**config.mk**
```make
export PLATFORM = sky130hd
export DESIGN_NAME = alarm_time_setter_with_key_repeat
export DESIGN_NICKNAME = d
export VERILOG_FILES = /design/src/rtl/ats_pkg.sv /design/src/rtl/ats_key.sv /design/src/rtl/alarm_time_setter_with_key_repeat.sv
export SDC_FILE = /design/constraint.sdc
export NUM_CORES = 1
export LEC_CHECK = 0
export BUFFER_PORTS_ARGS = -buffer_cell sky130_fd_sc_hd__clkbuf_2
export CORE_MARGIN = 8
export CORE_UTILIZATION = 45
export DETAILED_ROUTE_END_ITERATION = 7
export GPL_ROUTABILITY_DRIVEN = 0
export PLACE_DENSITY_LB_ADDON = 0.3
export SLEW_MARGIN = 20
export SYNTH_ARGS = -nofsm -noshare
export SYNTH_HDL_FRONTEND = slang
export SYNTH_HIERARCHICAL = 1
export SYNTH_SLANG_ARGS = --single-unit
```
**constraint.sdc**
```tcl
create_clock -name clk -period 9.3 [get_ports clk]
set_input_delay 0.93 -clock clk [delete_from_list [all_inputs] [get_ports clk]]
set_output_delay 0.93 -clock clk [all_outputs]
set_load 0.03 [all_outputs]
```
**src/rtl/ats_pkg.sv**
```systemverilog
`default_nettype none

package ats_pkg;

	localparam int TIMER_BITS_DEF = 16;
	localparam int CFG_IDX_W      = 8;
	localparam int CFG_DATA_W     = 16;
	localparam int IN_DATA_W      = 8;
	localparam int OUT_DATA_W     = 32;

	typedef enum logic [1:0] {
		MODE_CONFIRM = 2'd0,
		MODE_HOUR    = 2'd1,
		MODE_MINUTE  = 2'd2,
		MODE_ARMED   = 2'd3
	} mode_t;

	localparam logic [CFG_IDX_W-1:0] REG_LONG_PRESS   = 8'd0;
	localparam logic [CFG_IDX_W-1:0] REG_REPEAT       = 8'd1;
	localparam logic [CFG_IDX_W-1:0] REG_COMBO        = 8'd2;
	localparam logic [CFG_IDX_W-1:0] REG_LOCKOUT      = 8'd3;
	localparam logic [CFG_IDX_W-1:0] REG_MINUTE_STEP  = 8'd4;
	localparam logic [CFG_IDX_W-1:0] REG_SAVED_VALID  = 8'd5;
	localparam logic [CFG_IDX_W-1:0] REG_SAVED_HOUR   = 8'd6;
	localparam logic [CFG_IDX_W-1:0] REG_SAVED_MINUTE = 8'd7;

	localparam logic [15:0] LONG_PRESS_RST = 16'd500;
	localparam logic [15:0] REPEAT_RST     = 16'd120;
	localparam logic [15:0] COMBO_RST      = 16'd150;
	localparam logic [15:0] LOCKOUT_RST    = 16'd300;
	localparam logic [4:0]  STEP_RST       = 5'd5;
	localparam logic [4:0]  HOUR_RST       = 5'd7;
	localparam logic [5:0]  MINUTE_RST     = 6'd0;
	localparam logic [4:0]  HOURS_PER_DAY  = 5'd24;
	localparam logic [5:0]  MINS_PER_HOUR  = 6'd60;

	typedef struct packed {
		logic held;
		logic restart;
		logic act;
	} key_res_t;

endpackage

`default_nettype wire

```
**src/rtl/ats_key.sv**
```systemverilog
`default_nettype none

module ats_key #(
	parameter int TIMER_BITS = ats_pkg::TIMER_BITS_DEF
) (
	input  logic                  down,
	input  logic                  other_down,
	input  logic                  held,
	input  logic [TIMER_BITS-1:0] hold_age,
	input  logic [TIMER_BITS-1:0] since_action,
	input  logic [15:0]           long_press_ms,
	input  logic [15:0]           repeat_ms,
	output ats_pkg::key_res_t     res
);
	import ats_pkg::*;

	localparam int CW = (TIMER_BITS > 16) ? TIMER_BITS : 16;

	logic repeat_due;

	assign repeat_due = (CW'(hold_age) > CW'(long_press_ms)) &&
		(CW'(since_action) > CW'(repeat_ms));

	always_comb begin
		res      = '0;
		res.held = held;
		if (!other_down) begin
			if (!down) begin
				res.held = 1'b0;
			end else if (!held) begin
				res.held    = 1'b1;
				res.restart = 1'b1;
				res.act     = 1'b1;
			end else if (repeat_due) begin
				res.act = 1'b1;
			end
		end
	end

endmodule

`default_nettype wire

```
**src/rtl/alarm_time_setter_with_key_repeat.sv**
```systemverilog
`default_nettype none

// Alarm time setter driven by one button sample per millisecond tick.
// The input stream carries one beat per tick: s_tdata bit 0 is plus, bit 1 is
// minus and bit 2 is enter, 1 meaning pressed. Every input beat produces exactly
// one output beat holding the mode, the committed and edited alarm time, the
// enable flag and the combo, armed and store pulses of that tick.
// The configuration channel writes timing thresholds, the minute step and the
// stored alarm; writing saved_valid reloads the start-up state. It is always
// ready and should be used only while no beats are in flight.
// An accepted beat's result is registered in the output entry, or in the skid
// entry while the output entry is full. Throughput is one beat per cycle unless
// the receiver stalls, set by the single tick update between state and output registers.
// The output side has a two-entry buffer, so one more beat is taken while the
// receiver stalls; s_tready then drops until the receiver drains a beat.
// Reset clears both buffers and loads the default thresholds with no stored
// alarm, so the block starts in hour setting at 07:00.
module alarm_time_setter_with_key_repeat #(
	parameter int TIMER_BITS = ats_pkg::TIMER_BITS_DEF
) (
	input  logic                           clk,
	input  logic                           arst_n,
	input  logic                           s_tvalid,
	output logic                           s_tready,
	// plus_down, minus_down, enter_down, zero fill
	input  logic [ats_pkg::IN_DATA_W-1:0]  s_tdata,
	output logic                           m_tvalid,
	input  logic                           m_tready,
	// mode, alarm_hour, alarm_minute, edit_hour, edit_minute, alarm_on,
	// combo_pulse, armed_pulse, store_pulse, zero fill
	output logic [ats_pkg::OUT_DATA_W-1:0] m_tdata,
	input  logic                           cfg_valid,
	output logic                           cfg_ready,
	input  logic [ats_pkg::CFG_IDX_W-1:0]  cfg_index,
	input  logic [ats_pkg::CFG_DATA_W-1:0] cfg_data
);
	import ats_pkg::*;

	localparam int CW = (TIMER_BITS > 16) ? TIMER_BITS : 16;
	localparam logic [TIMER_BITS-1:0] TMAX = '1;

	logic [15:0] long_press_q, repeat_q, combo_ms_q, lockout_q;
	logic [4:0]  step_q, saved_hour_q;
	logic [5:0]  saved_minute_q;

	mode_t       mode_q, mode_d;
	logic [4:0]  alarm_hour_q, alarm_hour_d, edit_hour_q, edit_hour_d;
	logic [5:0]  alarm_minute_q, alarm_minute_d, edit_minute_q, edit_minute_d;
	logic        alarm_on_q, alarm_on_d;
	logic        plus_held_q, plus_held_d, minus_held_q, minus_held_d;
	logic        ewr_q, ewr_d, combo_held_q, combo_held_d, combo_done_q, combo_done_d;
	logic [TIMER_BITS-1:0] plus_age_q, plus_age_d, minus_age_q, minus_age_d;
	logic [TIMER_BITS-1:0] since_action_q, since_action_d, since_enter_q, since_enter_d;
	logic [TIMER_BITS-1:0] combo_age_q, combo_age_d;
	logic [TIMER_BITS-1:0] pa, ma, sa, se, ca, sa_minus;

	logic        m_tvalid_q, sk_valid_q;
	logic [OUT_DATA_W-1:0] m_data_q, sk_data_q, result;

	logic        pd, md, ed, push, pop, cfg_we, reload, reload_valid;
	logic        frozen, armed, fired, active, ap, am, enter_ok;
	logic        combo_p, armed_p, store_p;
	key_res_t    kp, km;
	logic [6:0]  min_up, min_dn;
	logic [5:0]  min_up_w, min_dn_w, ld_minute;
	logic [4:0]  hour_up, hour_dn, ld_hour;

	assign pd = s_tdata[0];
	assign md = s_tdata[1];
	assign ed = s_tdata[2];

	assign s_tready  = !sk_valid_q;
	assign push      = s_tvalid && s_tready;
	assign m_tvalid  = m_tvalid_q;
	assign m_tdata   = m_data_q;
	assign pop       = m_tvalid_q && m_tready;
	assign cfg_ready = 1'b1;
	assign cfg_we    = cfg_valid && cfg_ready;
	assign reload    = cfg_we && (cfg_index == REG_SAVED_VALID);
	assign reload_valid = cfg_data[0];

	assign ld_hour   = (saved_hour_q >= HOURS_PER_DAY) ? saved_hour_q - HOURS_PER_DAY
		: saved_hour_q;
	assign ld_minute = (saved_minute_q >= MINS_PER_HOUR) ? saved_minute_q - MINS_PER_HOUR
		: saved_minute_q;

	assign pa = (plus_age_q == TMAX) ? TMAX : plus_age_q + 1'b1;
	assign ma = (minus_age_q == TMAX) ? TMAX : minus_age_q + 1'b1;
	assign sa = (since_action_q == TMAX) ? TMAX : since_action_q + 1'b1;
	assign se = (since_enter_q == TMAX) ? TMAX : since_enter_q + 1'b1;
	assign ca = (combo_age_q == TMAX) ? TMAX : combo_age_q + 1'b1;

	assign frozen = ewr_q && ed;
	assign armed  = (mode_q == MODE_ARMED);

	always_comb begin
		combo_held_d = combo_held_q;
		combo_done_d = combo_done_q;
		combo_age_d  = ca;
		fired        = 1'b0;
		if (!frozen && armed) begin
			if (pd && md) begin
				if (!combo_held_q) begin
					combo_held_d = 1'b1;
					combo_age_d  = '0;
				end
				if (!combo_done_q && (CW'(combo_age_d) >= CW'(combo_ms_q))) begin
					combo_done_d = 1'b1;
					fired        = 1'b1;
				end
			end else begin
				combo_held_d = 1'b0;
				combo_done_d = 1'b0;
			end
		end
	end

	assign active = !frozen && !fired;

	ats_key #(.TIMER_BITS(TIMER_BITS)) u_plus (
		.down(pd), .other_down(md), .held(plus_held_q), .hold_age(pa),
		.since_action(sa), .long_press_ms(long_press_q), .repeat_ms(repeat_q), .res(kp)
	);

	assign sa_minus = kp.act ? '0 : sa;

	ats_key #(.TIMER_BITS(TIMER_BITS)) u_minus (
		.down(md), .other_down(pd), .held(minus_held_q), .hold_age(ma),
		.since_action(sa_minus), .long_press_ms(long_press_q), .repeat_ms(repeat_q),
		.res(km)
	);

	assign ap = active && kp.act;
	assign am = active && km.act;
	assign enter_ok = active && !ap && !am && !armed && ed &&
		(CW'(se) > CW'(lockout_q));

	assign plus_held_d    = frozen ? plus_held_q : (fired ? 1'b0 : kp.held);
	assign minus_held_d   = frozen ? minus_held_q : (fired ? 1'b0 : km.held);
	assign plus_age_d     = (active && kp.restart) ? '0 : pa;
	assign minus_age_d    = (active && km.restart) ? '0 : ma;
	assign since_action_d = (ap || am) ? '0 : sa;
	assign since_enter_d  = enter_ok ? '0 : se;
	assign ewr_d          = frozen || enter_ok;

	assign hour_up  = (edit_hour_q == HOURS_PER_DAY - 5'd1) ? 5'd0 : edit_hour_q + 5'd1;
	assign hour_dn  = (edit_hour_q == 5'd0) ? HOURS_PER_DAY - 5'd1 : edit_hour_q - 5'd1;
	assign min_up   = {1'b0, edit_minute_q} + {2'b00, step_q};
	assign min_dn   = {1'b0, edit_minute_q} + {1'b0, MINS_PER_HOUR} - {2'b00, step_q};
	assign min_up_w = (min_up >= {1'b0, MINS_PER_HOUR}) ?
		6'(min_up - {1'b0, MINS_PER_HOUR}) : min_up[5:0];
	assign min_dn_w = (min_dn >= {1'b0, MINS_PER_HOUR}) ?
		6'(min_dn - {1'b0, MINS_PER_HOUR}) : min_dn[5:0];

	always_comb begin
		mode_d         = mode_q;
		alarm_hour_d   = alarm_hour_q;
		alarm_minute_d = alarm_minute_q;
		edit_hour_d    = edit_hour_q;
		edit_minute_d  = edit_minute_q;
		alarm_on_d     = alarm_on_q;
		unique case (mode_q)
			MODE_CONFIRM: begin
				if (ap || am) begin
					edit_hour_d   = alarm_hour_q;
					edit_minute_d = alarm_minute_q;
					mode_d        = MODE_HOUR;
				end else if (enter_ok) begin
					alarm_on_d = 1'b1;
					mode_d     = MODE_ARMED;
				end
			end
			MODE_HOUR: begin
				if (ap) begin
					edit_hour_d = hour_up;
				end else if (am) begin
					edit_hour_d = hour_dn;
				end else if (enter_ok) begin
					alarm_hour_d = edit_hour_q;
					mode_d       = MODE_MINUTE;
				end
			end
			MODE_MINUTE: begin
				if (ap) begin
					edit_minute_d = min_up_w;
				end else if (am) begin
					edit_minute_d = min_dn_w;
				end else if (enter_ok) begin
					alarm_minute_d = edit_minute_q;
					alarm_on_d     = 1'b1;
					mode_d         = MODE_ARMED;
				end
			end
			MODE_ARMED: begin
				mode_d = MODE_ARMED;
			end
			default: begin
				mode_d = mode_q;
			end
		endcase
	end

	always_comb begin
		combo_p = fired;
		armed_p = enter_ok && ((mode_q == MODE_CONFIRM) || (mode_q == MODE_MINUTE));
		store_p = enter_ok && (mode_q == MODE_MINUTE);
	end

	assign result = {4'b0000, store_p, armed_p, combo_p, alarm_on_d, edit_minute_d,
		edit_hour_d, alarm_minute_d, alarm_hour_d, mode_d};

	always_ff @(posedge clk or negedge arst_n) begin
		if (!arst_n) begin
			long_press_q   <= LONG_PRESS_RST;
			repeat_q       <= REPEAT_RST;
			combo_ms_q     <= COMBO_RST;
			lockout_q      <= LOCKOUT_RST;
			step_q         <= STEP_RST;
			saved_hour_q   <= HOUR_RST;
			saved_minute_q <= MINUTE_RST;
		end else if (cfg_we) begin
			unique case (cfg_index)
				REG_LONG_PRESS:   long_press_q   <= cfg_data;
				REG_REPEAT:       repeat_q       <= cfg_data;
				REG_COMBO:        combo_ms_q     <= cfg_data;
				REG_LOCKOUT:      lockout_q      <= cfg_data;
				REG_MINUTE_STEP:  step_q         <= cfg_data[4:0];
				REG_SAVED_HOUR:   saved_hour_q   <= cfg_data[4:0];
				REG_SAVED_MINUTE: saved_minute_q <= cfg_data[5:0];
				default: begin
				end
			endcase
		end
	end

	always_ff @(posedge clk or negedge arst_n) begin
		if (!arst_n) begin
			mode_q         <= MODE_HOUR;
			alarm_hour_q   <= HOUR_RST;
			alarm_minute_q <= MINUTE_RST;
			edit_hour_q    <= HOUR_RST;
			edit_minute_q  <= MINUTE_RST;
			alarm_on_q     <= 1'b0;
			plus_held_q    <= 1'b0;
			minus_held_q   <= 1'b0;
			plus_age_q     <= '0;
			minus_age_q    <= '0;
			since_action_q <= '0;
			since_enter_q  <= TMAX;
			ewr_q          <= 1'b0;
			combo_held_q   <= 1'b0;
			combo_age_q    <= '0;
			combo_done_q   <= 1'b0;
		end else if (reload) begin
			mode_q         <= reload_valid ? MODE_CONFIRM : MODE_HOUR;
			alarm_hour_q   <= reload_valid ? ld_hour : HOUR_RST;
			alarm_minute_q <= reload_valid ? ld_minute : MINUTE_RST;
			edit_hour_q    <= HOUR_RST;
			edit_minute_q  <= MINUTE_RST;
			alarm_on_q     <= 1'b0;
			plus_held_q    <= 1'b0;
			minus_held_q   <= 1'b0;
			plus_age_q     <= '0;
			minus_age_q    <= '0;
			since_action_q <= '0;
			since_enter_q  <= TMAX;
			ewr_q          <= 1'b0;
			combo_held_q   <= 1'b0;
			combo_age_q    <= '0;
			combo_done_q   <= 1'b0;
		end else if (push) begin
			mode_q         <= mode_d;
			alarm_hour_q   <= alarm_hour_d;
			alarm_minute_q <= alarm_minute_d;
			edit_hour_q    <= edit_hour_d;
			edit_minute_q  <= edit_minute_d;
			alarm_on_q     <= alarm_on_d;
			plus_held_q    <= plus_held_d;
			minus_held_q   <= minus_held_d;
			plus_age_q     <= plus_age_d;
			minus_age_q    <= minus_age_d;
			since_action_q <= since_action_d;
			since_enter_q  <= since_enter_d;
			ewr_q          <= ewr_d;
			combo_held_q   <= combo_held_d;
			combo_age_q    <= combo_age_d;
			combo_done_q   <= combo_done_d;
		end
	end

	always_ff @(posedge clk or negedge arst_n) begin
		if (!arst_n) begin
			m_tvalid_q <= 1'b0;
			sk_valid_q <= 1'b0;
		end else if (pop) begin
			if (sk_valid_q) begin
				sk_valid_q <= 1'b0;
			end else begin
				m_tvalid_q <= push;
			end
		end else if (push) begin
			if (m_tvalid_q) begin
				sk_valid_q <= 1'b1;
			end else begin
				m_tvalid_q <= 1'b1;
			end
		end
	end

	always_ff @(posedge clk) begin
		if (pop) begin
			if (sk_valid_q) begin
				m_data_q <= sk_data_q;
			end else if (push) begin
				m_data_q <= result;
			end
		end else if (push) begin
			if (m_tvalid_q) begin
				sk_data_q <= result;
			end else begin
				m_data_q <= result;
			end
		end
	end

	a_skid_behind_main: assert property (@(posedge clk) disable iff (!arst_n)
		sk_valid_q |-> m_tvalid_q)
		else $error("Skid entry is valid while the output entry is empty.");

	a_store_arms: assert property (@(posedge clk) disable iff (!arst_n)
		(push && store_p) |-> (armed_p && (mode_d == MODE_ARMED)))
		else $error("Store pulse without entering armed mode.");

	a_combo_armed: assert property (@(posedge clk) disable iff (!arst_n)
		(push && combo_p) |-> (armed && !ap && !am && !enter_ok))
		else $error("Combo pulse outside armed mode or together with a key action.");

	a_armed_sticks: assert property (@(posedge clk) disable iff (!arst_n)
		((mode_q == MODE_ARMED) && !reload) |=> (mode_q == MODE_ARMED))
		else $error("Armed mode left without a reload.");

endmodule

`default_nettype wire

```
==> qor.csv <==
metric,value,unit
status,finished clean,
met2 WL post-DR,18240,um
"Data arrival, critical path",8.18,ns
fin crit share,0.8474,
initial antenna violation count,3,
antenna violation net count after detailed routing,0,
class of the worst hold path,input port to async pin,
M1 WL,18680,um
most frequent CP cell,nor2_1,
Yosys cell types,92,
Die Area,41370,um2
die width,203.4,um
metal3 WL,2039,um
CP startpoint kind,flop,
"commonest non-fill, non-tap cell in the layout",nand2_1,
Post-synth EDFFs,56,
cells after synthesis,1671,
Final Skew,0.01733,ns
RSZ-0062 raised after global routing,false,
H-Tree Level Count,1,
Post-synth ARST share,0.7742,
maximum buffer depth of the clock tree,3,
final slew viol count,0,
Vias,12470,
share of cells above drive strength 1,0.1695,
"Seq/Total Area, Yosys",0.4141,
IO Port Bufs,61,
PwrDens,234.3,nW/um2
CTS tree,yes,
WL per Instance,18.25,um
setup_tns,0,ns
core area,34540,um2
hold_buf cts,0,
row count,68,
critical path's slowest cell,nand4_1,
Buf/Inv on CP,4,
Post-CTS Setup Bufs,0,
Yosys Warn Count,6,
Max Cap Viol,0,
Routed WL,39880,um
most frequent cells in the layout,"187 x nand2_1, 147 x inv_1, 146 x dfrtp_1",
CP required,9.60,ns
Starting Density,0.4575,
drt drc,0,
most used flip-flop cell after synthesis,dfrtp_1,
nets,1867,
TritonRoute pass-1 iters,5,
CTS Buf Count,28,
First DRT Iteration DRCs,912,
Peak VDD IR,145.3,uV
flip-flop and latch count after synthesis,248,
vias per std cell,5.708,
leakage power,8.017,nW
clk sinks,248,
Slew headroom,0.3376,
kind of cell adding the most delay to the critical path,simple AND/OR/NAND/NOR gates,
min Tclk post-route,7.881,ns
Max Fclk,0.1269,GHz
Global Route Usage Sum,0.1919,
overall power,4.107,mW
die height,203.4,um
largest net degree at the start of global routing,119,
Post-DP HPWL,28500,um
top routing layer in use,met5,
kind of critical path,flop to flop,
"Area growth, synth to finish",10.93,%
CP Capture Type,flop,
first-pass GRT wire length,65350,um
synthesized area per cell,9.457,um2
Worst-Skew Late Latency,0.56,ns
max incr delay on CP,0.71,ns
"critical path fanouts, max",23,
Post-Syn Area,15800,um2
final setup vio count,0,
post-cts resize count,0,
Worst-Margin Slew,0.9936,ns
Final Hold Fails,0,
clock slew at reported path FFs,0.06,ns
Ports,72,
GRT overflow,0,
Root Buffer Master,clkbuf_16,
vias in the first global route,12200,
-- kinds of logic after synthesis --
group,after synthesis,synth area share
compound gates,429,0.1813
xor+xnor,54,0.02993
fa+ha+maj,123,0.09834
buf+inv,222,0.05598
flops,248,0.4141
mux,93,0.06587
other cells,2,0.0004752
simple gates,500,0.1540
-- cells in the mapped netlist (12+ instances only) --
cell,instances,area [um2]
a21o_1,16,120.1
and2_1,12,75.07
clkbuf_1,55,206.5
nand2_1,187,701.9
and3_1,38,237.7
mux2i_1,14,140.1
xnor2_1,31,271.5
inv_1,147,551.8
nor2_1,87,326.6
dfstp_2,46,1209
nand2b_1,12,75.07
mux2_2,76,855.8
nor3_1,18,90.09
nand4_1,24,150.1
xor2_1,23,201.4
edfxtp_1,56,1682
a22o_1,50,437.9
ha_1,121,1514
nand3_1,60,300.3
dfrtp_1,146,3654
a21oi_1,106,530.5
o21ai_0,116,580.6
a31oi_1,21,131.4
-- metrics by stage --
step / cell area (um2) / cells / worst slack (ns) / util / hold WS (ns)
5_1_grt: 17530 / 2185 / 0.8906 / 0.5075 / 0.5195
3_3_place_gp: 16520 / 2132 / 1.656 / 0.4781 / 0.4689
2_1_floorplan: 15810 / 1674 / 2.335 / - / 0.4444
6_report: 17530 / 2185 / 1.419 / 0.5075 / 0.4843
3_5_place_dp: 16520 / 2132 / 1.559 / 0.4781 / 0.4662
4_1_cts: 17510 / 2184 / 1.545 / 0.5070 / 0.4870
-- area by class of cell --
cell class	instances	area [um2]
Fill cell	3198	17010
Multi-Input combinational cell	1204	8426
Sequential cell	248	6544
Clock buffer	33	760.7
Tap cell	455	569.3
Inverter	147	551.8
Timing Repair Buffer	78	441.7
Clock inverter	19	235.2
Antenna cell	1	2.502
-- final timing paths --
kind                                         from                end  slack [ns]  depth (start not counted)
worst max-delay path            since_action_q[0]         m_tdata[2]        1.42                         33
worst min register to register  saved_minute_q[1]  alarm_minute_q[1]        0.49                          2
worst max register to register  since_action_q[0]         m_tdata[2]        1.42                         33
worst min-delay path                       arst_n    combo_age_q[13]        0.48                          1
max in group asynchronous                  arst_n   edit_minute_q[2]        7.17                          2
min in group clk                saved_minute_q[1]  alarm_minute_q[1]        0.49                          2
-- routing by layer --
layer | GRT usage | vias to the layer above
met2 | 0.3095 | 294
met1 | 0.2650 | 6049
met5 | 0 | -
met3 | 0.02904 | 67
met4 | 0.05517 | 4
li1 | - | 6059
-- report_power, final --
| part | total, mW | internal [mW] | switching, mW |
|---|---|---|---|
| clock network | 1.19 | 0.703 | 0.482 |
| logic | 1.40 | 0.524 | 0.879 |
| registers | 1.52 | 1.35 | 0.173 |
Note: power is estimated with default switching activity, not from simulation.
